$ cat src/rtl/sbf_pkg.sv
// Shared types, constants and the small-constant divider of the separable box filter.
`default_nettype none

package sbf_pkg;

    localparam int PIX_W      = 8;
    localparam int CFG_W      = 12;
    localparam int CFG_IDX_W  = 2;
    localparam int ROW_W      = 12;
    localparam int SUM_W      = 11;
    localparam int PEND_W     = 16;
    localparam int LIM_W      = 14;
    localparam int TAPS       = 5;
    localparam int MEAN_LINES = 4;
    localparam int RAW_LINES  = 2;
    localparam int MAX_WINDOW = 5;
    localparam bit WIN5_OK    = (MAX_WINDOW >= 5);

    localparam logic [CFG_IDX_W-1:0] CFG_FRAME_WIDTH   = 2'd0;
    localparam logic [CFG_IDX_W-1:0] CFG_FRAME_HEIGHT  = 2'd1;
    localparam logic [CFG_IDX_W-1:0] CFG_WINDOW_SELECT = 2'd2;

    localparam logic REQ_PIXEL = 1'b0;
    localparam logic REQ_DRAIN = 1'b1;

    localparam logic [CFG_W-1:0] RST_FRAME_WIDTH   = 12'd640;
    localparam logic [CFG_W-1:0] RST_FRAME_HEIGHT  = 12'd480;
    localparam logic             RST_WINDOW_SELECT = 1'b1;
    localparam logic [CFG_W-1:0] MIN_FRAME         = 12'd5;

    localparam int RECIP_W = 12;
    localparam int PROD_W  = SUM_W + RECIP_W;
    localparam logic [RECIP_W-1:0] RECIP3 = 12'd2731;
    localparam logic [RECIP_W-1:0] RECIP5 = 12'd3277;
    localparam int SHIFT3 = 13;
    localparam int SHIFT5 = 14;

    typedef logic [PIX_W-1:0] t_pixel;
    typedef logic [SUM_W-1:0] t_sum;

    // Exact floor division by 3 or 5 for any 11-bit sum, by reciprocal multiply.
    function automatic t_pixel box_div(input t_sum sum, input logic win5);
        logic [PROD_W-1:0] prod;
        logic [PROD_W-1:0] quot;
        if (win5) begin
            prod = PROD_W'(sum) * PROD_W'(RECIP5);
            quot = prod >> SHIFT5;
        end else begin
            prod = PROD_W'(sum) * PROD_W'(RECIP3);
            quot = prod >> SHIFT3;
        end
        return t_pixel'(quot);
    endfunction

endpackage

`default_nettype wire

$ cat src/rtl/sbf_pixel_cell.sv
// One cell of the horizontal window: holds a pixel and passes it on at each shift.
`default_nettype none

module sbf_pixel_cell (
    input  logic            i_clk,
    input  logic            i_rst_n,
    input  logic            i_shift,
    input  sbf_pkg::t_pixel i_pixel,
    output sbf_pkg::t_pixel o_pixel
);
    import sbf_pkg::*;

    t_pixel r_pixel;

    always_ff @(posedge i_clk) begin
        if (!i_rst_n) begin
            r_pixel <= '0;
        end else if (i_shift) begin
            r_pixel <= i_pixel;
        end
    end

    assign o_pixel = r_pixel;

endmodule

`default_nettype wire

$ cat config.mk
export PLATFORM = sky130hd
export DESIGN_NAME = sbf_pixel_cell
export DESIGN_NICKNAME = d
export VERILOG_FILES = /design/src/rtl/sbf_pkg.sv /design/src/rtl/sbf_pixel_cell.sv
export SDC_FILE = /design/constraint.sdc
export NUM_CORES = 1
export LEC_CHECK = 0
export BUFFER_PORTS_ARGS = -buffer_cell sky130_fd_sc_hd__clkbuf_2
export CORE_AREA = 5 5 42 44
export DETAILED_ROUTE_END_ITERATION = 10
export DIE_AREA = 0 0 47 49
export PLACE_DENSITY = 0.45
export SLEW_MARGIN = 40
export SYNTH_ARGS = -nofsm -noshare
export SYNTH_HDL_FRONTEND = slang
export SYNTH_SLANG_ARGS = --single-unit
$ cat constraint.sdc
create_clock -name i_clk -period 1.2 [get_ports i_clk]
set_input_delay 0.12 -clock i_clk [delete_from_list [all_inputs] [get_ports i_clk]]
set_output_delay 0.12 -clock i_clk [all_outputs]
set_load 0.005 [all_outputs]
# Yosys cells after proc, flatten, opt, wreduce, memory -nomap -nowiden
# Cells that the tools add are included.
# totals
regBits	8
word_cells	1

# Longest topological paths before layout
# Gate-level depths: netlist of run 1.
# depth
ltp_word	0
depth_mapped	3
depth_no_buf	2

# Worst setup path after synthesis of run 1
# No wires, ideal clock.
# synth_path
path_type	input to register
start	in i_shift
end	reg r_pixel[0], in the netlist o_pixel[0]
setup_ns	0.116
arrival_time_ns	0.461
t_required_ns	1.084
path_slack_ns	0.623
stages	3
path_cell_list	buf_6 mux2i_1 nor2b_1
# synth_rtl
element	line_no	rtl
start: declaration	sbf_pixel_cell.sv:7	input logic i_shift,
end signal: assignment	sbf_pixel_cell.sv:19	r_pixel <= i_pixel;
end: declaration	sbf_pixel_cell.sv:13	t_pixel r_pixel;

# Worst setup path in the final report of run 1
# layout_path
start	reg r_pixel[0], in the netlist o_pixel[0]
end	out o_pixel[0]
# layout_rtl
element	line_no	rtl
end: declaration	sbf_pixel_cell.sv:9	output sbf_pkg::t_pixel o_pixel
# No word-level cell between the ends.

==> results of run 1 <==
synthesized netlist by cell type:
master,count
buf_6,1
mux2i_1,8
nor2b_1,8
dfxtp_1,8
stage by stage:
step / setup slack [ns] / total power [uW] / std cells / util [%] / hold WS [ns]
6_report: 0.381 / 561 / 61 / 30.2 / 0.132
2_1_floorplan: 0.623 / 331 / 25 / - / 0.248
4_1_cts: 0.373 / 572 / 61 / 30.2 / 0.125
3_3_place_gp: 0.435 / 365 / 58 / 28.6 / 0.376
5_1_grt: 0.325 / 599 / 61 / 30.2 / 0.119
3_5_place_dp: 0.432 / 365 / 58 / 28.6 / 0.393
routing by layer:
layer  GRT usage (%)  vias to the layer above  wire [microns]
met4            5.53                        0               0
met3            3.32                        0              71
met5               0                        -               0
li1                -                      123               -
met1            7.78                       92             302
met2            6.56                       12             252
where the power goes:
| part | total (uW) | internal, uW | leakage [uW] | switching, uW |
|---|---|---|---|---|
| sequential | 290 | 282 | 0.0000661 | 7.81 |
| combinational | 69.0 | 40.7 | 0.000138 | 28.3 |
| clock | 202 | 114 | 0.0000138 | 87.7 |
| total | 561 | 437 | 0.000218 | 124 |
kinds of logic after synthesis:
kind of cell / count (synthesis) / synth area share (%)
buffers and inverters: 1 / 3.73
and+or+nand+nor: 8 / 16.6
DFF: 8 / 53.1
muxes: 8 / 26.6
cell type report:
| type | instances | share of cell area [%] |
|---|---|---|
| Timing Repair Buffer | 18 | 21.3 |
| Sequential cell | 8 | 37.9 |
| Clock buffer | 3 | 5.33 |
| Tap cell | 16 | 4.73 |
| Multi-Input combinational cell | 16 | 30.8 |
worst paths after layout:
check / startpoint / to / slack, ns / depth (start not counted)
worst max-delay path: o_pixel[0] / o_pixel[0] / 0.38 / 1
worst min-delay path: i_pixel[3] / o_pixel[3] / 0.13 / 3
worst max register to register: o_pixel[0] / o_pixel[0] / 0.59 / 2
worst min register to register: o_pixel[6] / o_pixel[6] / 0.51 / 2
==> impl_metrics.tcl, run 1 <==
set metrics [dict create \
    die_h_microns 49 \
    antenna_left 0 \
    num_rows 14 \
    filler_cell_count 159 \
    drt-total-wl_microns 626 \
    antenna_found_initial 0 \
    seq_area_sq_um 160 \
    maxCapViolCount 0 \
    status "finished, final reports clean" \
    multi_input_area_sq_um 130 \
    core_area_sq_um 1400 \
    path_buf_inv 1 \
    cts_tree "built" \
    path_class "reg2out" \
    drt_pre_antenna_iters 2 \
    placed_area_sq_um 400 \
    fmax_mhz 1220 \
    yosysWarnings 0 \
    yosys_register_bits 8 \
    cts_buffer_depth 2 \
    final_area_sq_um 423 \
    worst_path_max_delay_cell "dfxtp_1" \
    grt_overflow 0 \
    io_buffers 18 \
    io_pins 19 \
    drc_errors 0 \
    synthCells 25 \
    clkSinkCount 8 \
    final_common_cell "clkbuf_2" \
    final.period_utilization_pct 68.3 \
    synth_area_per_cell_sq_um 12.1 \
    largest_reg_flops 8 \
    p_leak_uw 0.000218 \
    wire_per_inst_microns 10.3 \
    dieWidth_microns 47 \
    slew_headroom_pct 82.3 \
    avgViaCountPerCell 3.72 \
    ir_drop_uv 442 \
    initial_core_util_pct 21.5 \
    netlist_area_sq_um 302 \
    hp-class "in2reg" \
    place_congestion 0.571 \
    grtUsageTotal_pct 6.01 \
    finClkSkew_ns 0 \
    htree_levels 1 \
    cts_resized 0 \
    grt_pass1_wl_microns 938 \
    clkLatencyLatePin_ns 0.25 \
    worst_pin_slew_ns 0.266 \
    grt_pass1_vias 235 \
    max_stage_delay_ns 0.33 \
    p_per_area_nw_per_um2 1330 \
    cts.clk_slew.worst_paths_ns 0.05 \
    dieArea_sq_um 2300 \
    grt_max_degree 9 \
    hold_viol_final 0 \
    cts_root_buf "clkbuf_4" \
    crit_required_ns 1.08 \
    synthToLayoutAreaGrowth_pct 40.2 \
    critPathCaptureType "output port" \
    ys_types 4 \
    crit_chain "clkbuf_2" \
    syn-num-nets 36 \
    rsz0062_at_grt "no" \
    dr_total_vias 227 \
    post_cts_buffers 0 \
    critPathArrivalTime_ns 0.70 \
    final.min_clock_period_ns 0.819 \
    hold_buffers 0 \
    synth_top_area_share_pct 53.1 \
    synth_seq_area_share_pct 53.1 \
    drive_above_1_share_pct 46.7 \
    setup_tns_ns 0 \
    synth_area_leaders "dfxtp_1 53%, mux2i_1 27%, nor2b_1 17%, buf_6 3.7%" \
    slew_viol_final 0 \
    antennaDiodeCount 0 \
    setup_viol 0 \
    layout.nets 58 \
    final_cell_mix "18 x clkbuf_2, 8 x mux2i_1, 8 x nor2b_1, 8 x dfxtp_1, 3 x clkbuf_4" \
    path_delay_family "flip-flops" \
    start_kind "flip-flop" \
    synth_area_leader_cell "dfxtp_1" \
    cts_buffers 3 \
    drt_iter0_markers 6 \
    crit_path_max_fanout 2 \
]
Note: power is estimated with default switching activity, not from simulation.
==> run 2: changes to the inputs <==
Clock period 1.2 ns to 0.85 ns, I/O delays scaled along.
==> run 2 against run 1 <==
Worst setup slack got worse by 0.30 ns; die area did not move; non-clock buffer count did not move; global-route usage rose by 0.14 points; clock power rose by 38%; critical path type unchanged; critical endpoint is now o_pixel[5]; largest power group unchanged.
==> impl_metrics.tcl, run 2 (synthesis results as in run 1) <==
set metrics [dict create \
    status "finished, final reports clean" \
    rr_endpoint "o_pixel[2]" \
    io_buffers 18 \
    final_area_sq_um 423 \
    grt_pass1_wl_microns 945 \
    worst_path_max_delay_cell "dfxtp_1" \
    busiest_layer "met2" \
    filler_cell_count 157 \
    p_switching_uw 168 \
    cts_resized 0 \
    hold_start "i_pixel[3]" \
    maxCapViolCount 0 \
    crit_required_ns 0.76 \
    rsz0062_at_grt "no" \
    path_buf_inv 1 \
    core_area_sq_um 1400 \
    min_path_cells 3 \
    clkLatencyLatePin_ns 0.25 \
    worst_pin_slew_ns 0.261 \
    ir_drop_uv 1050 \
    critPathArrivalTime_ns 0.69 \
    path_delay_family "flip-flops" \
    final.period_utilization_pct 90.8 \
    hold_viol_final 0 \
    cts_root_buf "clkbuf_4" \
    cts.clk_slew.worst_paths_ns 0.05 \
    pwr-share-seq_pct 52.1 \
    place_congestion 0.571 \
    drt_iter0_markers 0 \
    io_pins 19 \
    final_common_cell "clkbuf_2" \
    crit_path_max_fanout 2 \
    holdPathEnd "o_pixel[3]" \
    dieWidth_microns 47 \
    p_clk_share_pct 35.6 \
    setup_tns_ns 0 \
    cts_buffers 3 \
    hold_buffers 0 \
    setup_viol 0 \
    drive_above_1_share_pct 46.7 \
    final.min_clock_period_ns 0.772 \
    initial_core_util_pct 21.5 \
    largest_reg_flops 8 \
    fin_cells 61 \
    critPathCaptureType "output port" \
    p_per_area_nw_per_um2 1850 \
    slew_headroom_pct 82.6 \
    clkSinkCount 8 \
    comb_power_share_pct 12.4 \
    post_cts_buffers 0 \
    dp_cells 58 \
    dr_total_vias 234 \
    avgViaCountPerCell 3.84 \
    p_leak_uw 0.000218 \
    drt_pre_antenna_iters 1 \
    grt_pass1_vias 242 \
    grtUsageTotal_pct 6.15 \
    placed_area_sq_um 400 \
    path_class "reg2out" \
    grtUsageMet1_pct 6.89 \
    final_cell_mix "18 x clkbuf_2, 8 x mux2i_1, 8 x nor2b_1, 8 x dfxtp_1, 3 x clkbuf_4" \
    grt_overflow 0 \
    antenna_found_initial 0 \
    p_int_uw 617 \
    fmax_mhz 1300 \
    drt-total-wl_microns 607 \
    globalRouteMet3Util_pct 6.64 \
    die_h_microns 49 \
    swShare_pct 21.4 \
    start_kind "flip-flop" \
    r2r-start "o_pixel[2]" \
    hp-class "in2reg" \
    max_stage_delay_ns 0.33 \
    num_rows 14 \
    layout.nets 58 \
    antennaDiodeCount 0 \
    wire_per_inst_microns 9.95 \
    crit_chain "clkbuf_2" \
    htree_levels 1 \
    finClkSkew_ns 0 \
    cts_buffer_depth 2 \
    cts_tree "built" \
    r2r.worst_path.cells 2 \
    antenna_left 0 \
    slew_viol_final 0 \
    synthToLayoutAreaGrowth_pct 40.2 \
    drc_errors 0 \
    dieArea_sq_um 2300 \
    rrSetupSlack_ns 0.25 \
    use_met2_pct 7.24 \
    grt_max_degree 9 \
]
==> run 2: cell counts in the layout (fill, tap and decap cells not counted) <==
No cell type changed its count.
==> run 2: worst max path at each step <==
| stage | startpoint | end | slack, ns | depth (start not counted) |
|---|---|---|---|---|
| floorplan | o_pixel[0] | o_pixel[0] | 0.28 | 2 |
| global placement | i_shift | o_pixel[4] | 0.12 | 3 |
| detailed placement | i_shift | o_pixel[2] | 0.11 | 3 |
| CTS | o_pixel[5] | o_pixel[5] | 0.06 | 1 |
| global route | o_pixel[5] | o_pixel[5] | 0.01 | 1 |
| finish | o_pixel[5] | o_pixel[5] | 0.08 | 1 |
==> run 2: cell type report <==
cell class,count,area (sq um),area share (%)
timing repair buffer,18,90.1,21.3
clock buffer,3,22.5,5.33
tap,16,20.0,4.73
multi-input combinational,16,130,30.8
sequential,8,160,37.9
==> run 2: power groups by stage <==
stage	Combinational, uW	Clock (uW)	Sequential, uW
finish	97.0	279	408
global route	108	321	412
CTS	99.5	299	409
detailed placement	99.1	0	417
global placement	98.6	0	417
floorplan	48.8	0	418
==> run 2: through the flow <==
step	power, uW	hold slack, ns	setup WS [ns]	util (%)
after global placement	516	0.341	0.119	28.6
after detailed placement	516	0.350	0.105	28.6
final	784	0.0953	0.0785	30.2
after CTS	807	0.0863	0.0568	30.2
after global routing	842	0.103	0.0107	30.2
after floorplan	467	0.213	0.277	-
==> run 2: routing by layer <==
layer / wire (microns) / share of wire, %
met2: 256 / 42
met3: 90 / 15
met5: 0 / 0
met4: 0 / 0
met1: 261 / 43
==> run 3: changes to the inputs <==
Settings changed: CELL_PAD_IN_SITES_DETAIL_PLACEMENT from default to 1, CELL_PAD_IN_SITES_GLOBAL_PLACEMENT from default to 1, PLACE_DENSITY 0.45 to 0.58.
==> run 3 against run 2 <==
Final cell count unchanged; non-clock buffer count unchanged; worst setup slack gained 0.0020 ns; sequential power about the same; clock power grew 1%; fmax up 0.26%; cell area stayed put; total power up 0.62%; highest routed layer unchanged.
==> impl_metrics.tcl, run 3 (synthesis results as in run 1) <==
set metrics [dict create \
    status "finished, final reports clean" \
    hold_start "i_pixel[0]" \
    ir_drop_uv 775 \
    worst_pin_slew_ns 0.265 \
    path_class "reg2out" \
    startpoint "o_pixel[5]" \
    drt_iter0_markers 0 \
    place_congestion 0.600 \
    avgViaCountPerCell 3.95 \
    num_rows 14 \
    dr_total_vias 241 \
    clkLatencyLatePin_ns 0.24 \
    cts_resized 0 \
    cts_tree "built" \
    clkSinkCount 8 \
    fin_cells 61 \
    dieArea_sq_um 2300 \
    hold_buffers 0 \
    largest_reg_flops 8 \
    cts.clk_slew.worst_paths_ns 0.06 \
    grt_pass1_wl_mm 1.00 \
    grt_pass1_vias 257 \
    grt_max_degree 9 \
    critPathCaptureType "output port" \
    start_kind "flip-flop" \
    initial_core_util_pct 21.5 \
    crit_chain "clkbuf_2" \
    post_cts_buffers 0 \
    place_ws_ns 0.0693 \
    crit_path_max_fanout 2 \
    maxCapViolCount 0 \
    final.period_utilization_pct 90.5 \
    drc_errors 0 \
    drt-total-wl_microns 646 \
    place_hpwl_microns 519 \
    cts_buffer_depth 2 \
    critPathArrivalTime_ns 0.68 \
    final_cell_mix "18 x clkbuf_2, 8 x mux2i_1, 8 x nor2b_1, 8 x dfxtp_1, 3 x clkbuf_4" \
    final_common_cell "clkbuf_2" \
    antenna_left 0 \
    slew_headroom_pct 82.4 \
    hold_viol_final 0 \
    dieWidth_microns 47 \
    setup_tns_ns 0 \
    cts_buffers 3 \
    layout.nets 58 \
    die_h_microns 49 \
    p_total_uw 789 \
    io_buffers 18 \
    crit_required_ns 0.76 \
    drive_above_1_share_pct 46.7 \
    synthToLayoutAreaGrowth_pct 40.2 \
    grt_overflow 0 \
    hp-class "in2reg" \
    htree_levels 1 \
    p_leak_uw 0.000218 \
    slew_viol_final 0 \
    antenna_found_initial 0 \
    rsz0062_at_grt "no" \
    setup_viol 0 \
    max_stage_delay_ns 0.32 \
    dp_cells 58 \
    p_per_area_nw_per_um2 1870 \
    grtUsageTotal_pct 6.27 \
    io_pins 19 \
    wire_per_inst_microns 10.6 \
    r2r-start "o_pixel[2]" \
    finalWorstSetupSlack_ns 0.0805 \
    finClkSkew_ns 0 \
    core_area_sq_um 1400 \
    path_delay_family "flip-flops" \
    antennaDiodeCount 0 \
    drt_pre_antenna_iters 1 \
    worst_path_max_delay_cell "dfxtp_1" \
    filler_cell_count 173 \
    fmax_mhz 1300 \
    hold_slack_ns 0.102 \
    path_buf_inv 1 \
    cts_root_buf "clkbuf_4" \
    final.min_clock_period_ns 0.769 \
]
-- run 3: cell counts in the layout (fill, tap and decap cells not counted) --
No cell type changed its count.
-- run 3: stage by stage --
step	instance area, sq um	util [%]
floorplan	302	-
global placement	400	28.6
detailed placement	400	28.6
CTS	423	30.2
global route	423	30.2
finish	423	30.2
-- run 3: routing by layer --
metal	global-route usage [%]	share of wire, %	vias to the layer above
li1	-	-	122
met1	8.15	49	104
met2	7.69	38	15
met3	3.32	13	0
met4	4.15	0	0
met5	0	0	-
-- run 3: worst paths after layout --
path / depth (start not counted) / slack (ns) / end
min: 3 / 0.10 / o_pixel[0]
max: 1 / 0.08 / o_pixel[5]
max reg2reg: 2 / 0.24 / o_pixel[2]
min reg2reg: 2 / 0.52 / o_pixel[0]
-- run 3: final cells by class --
class / instances / area, sq um / area share [%]
timing repair buffer: 18 / 90.1 / 21.3
multi-input combinational: 16 / 130 / 30.8
tap: 16 / 20.0 / 4.73
sequential: 8 / 160 / 37.9
clock buffer: 3 / 22.5 / 5.33
-- run 3: power breakdown --
part	switching (uW)	internal, uW
Sequential	10.0	398
Combinational	40.6	57.5
Clock	122	161
Total	173	617
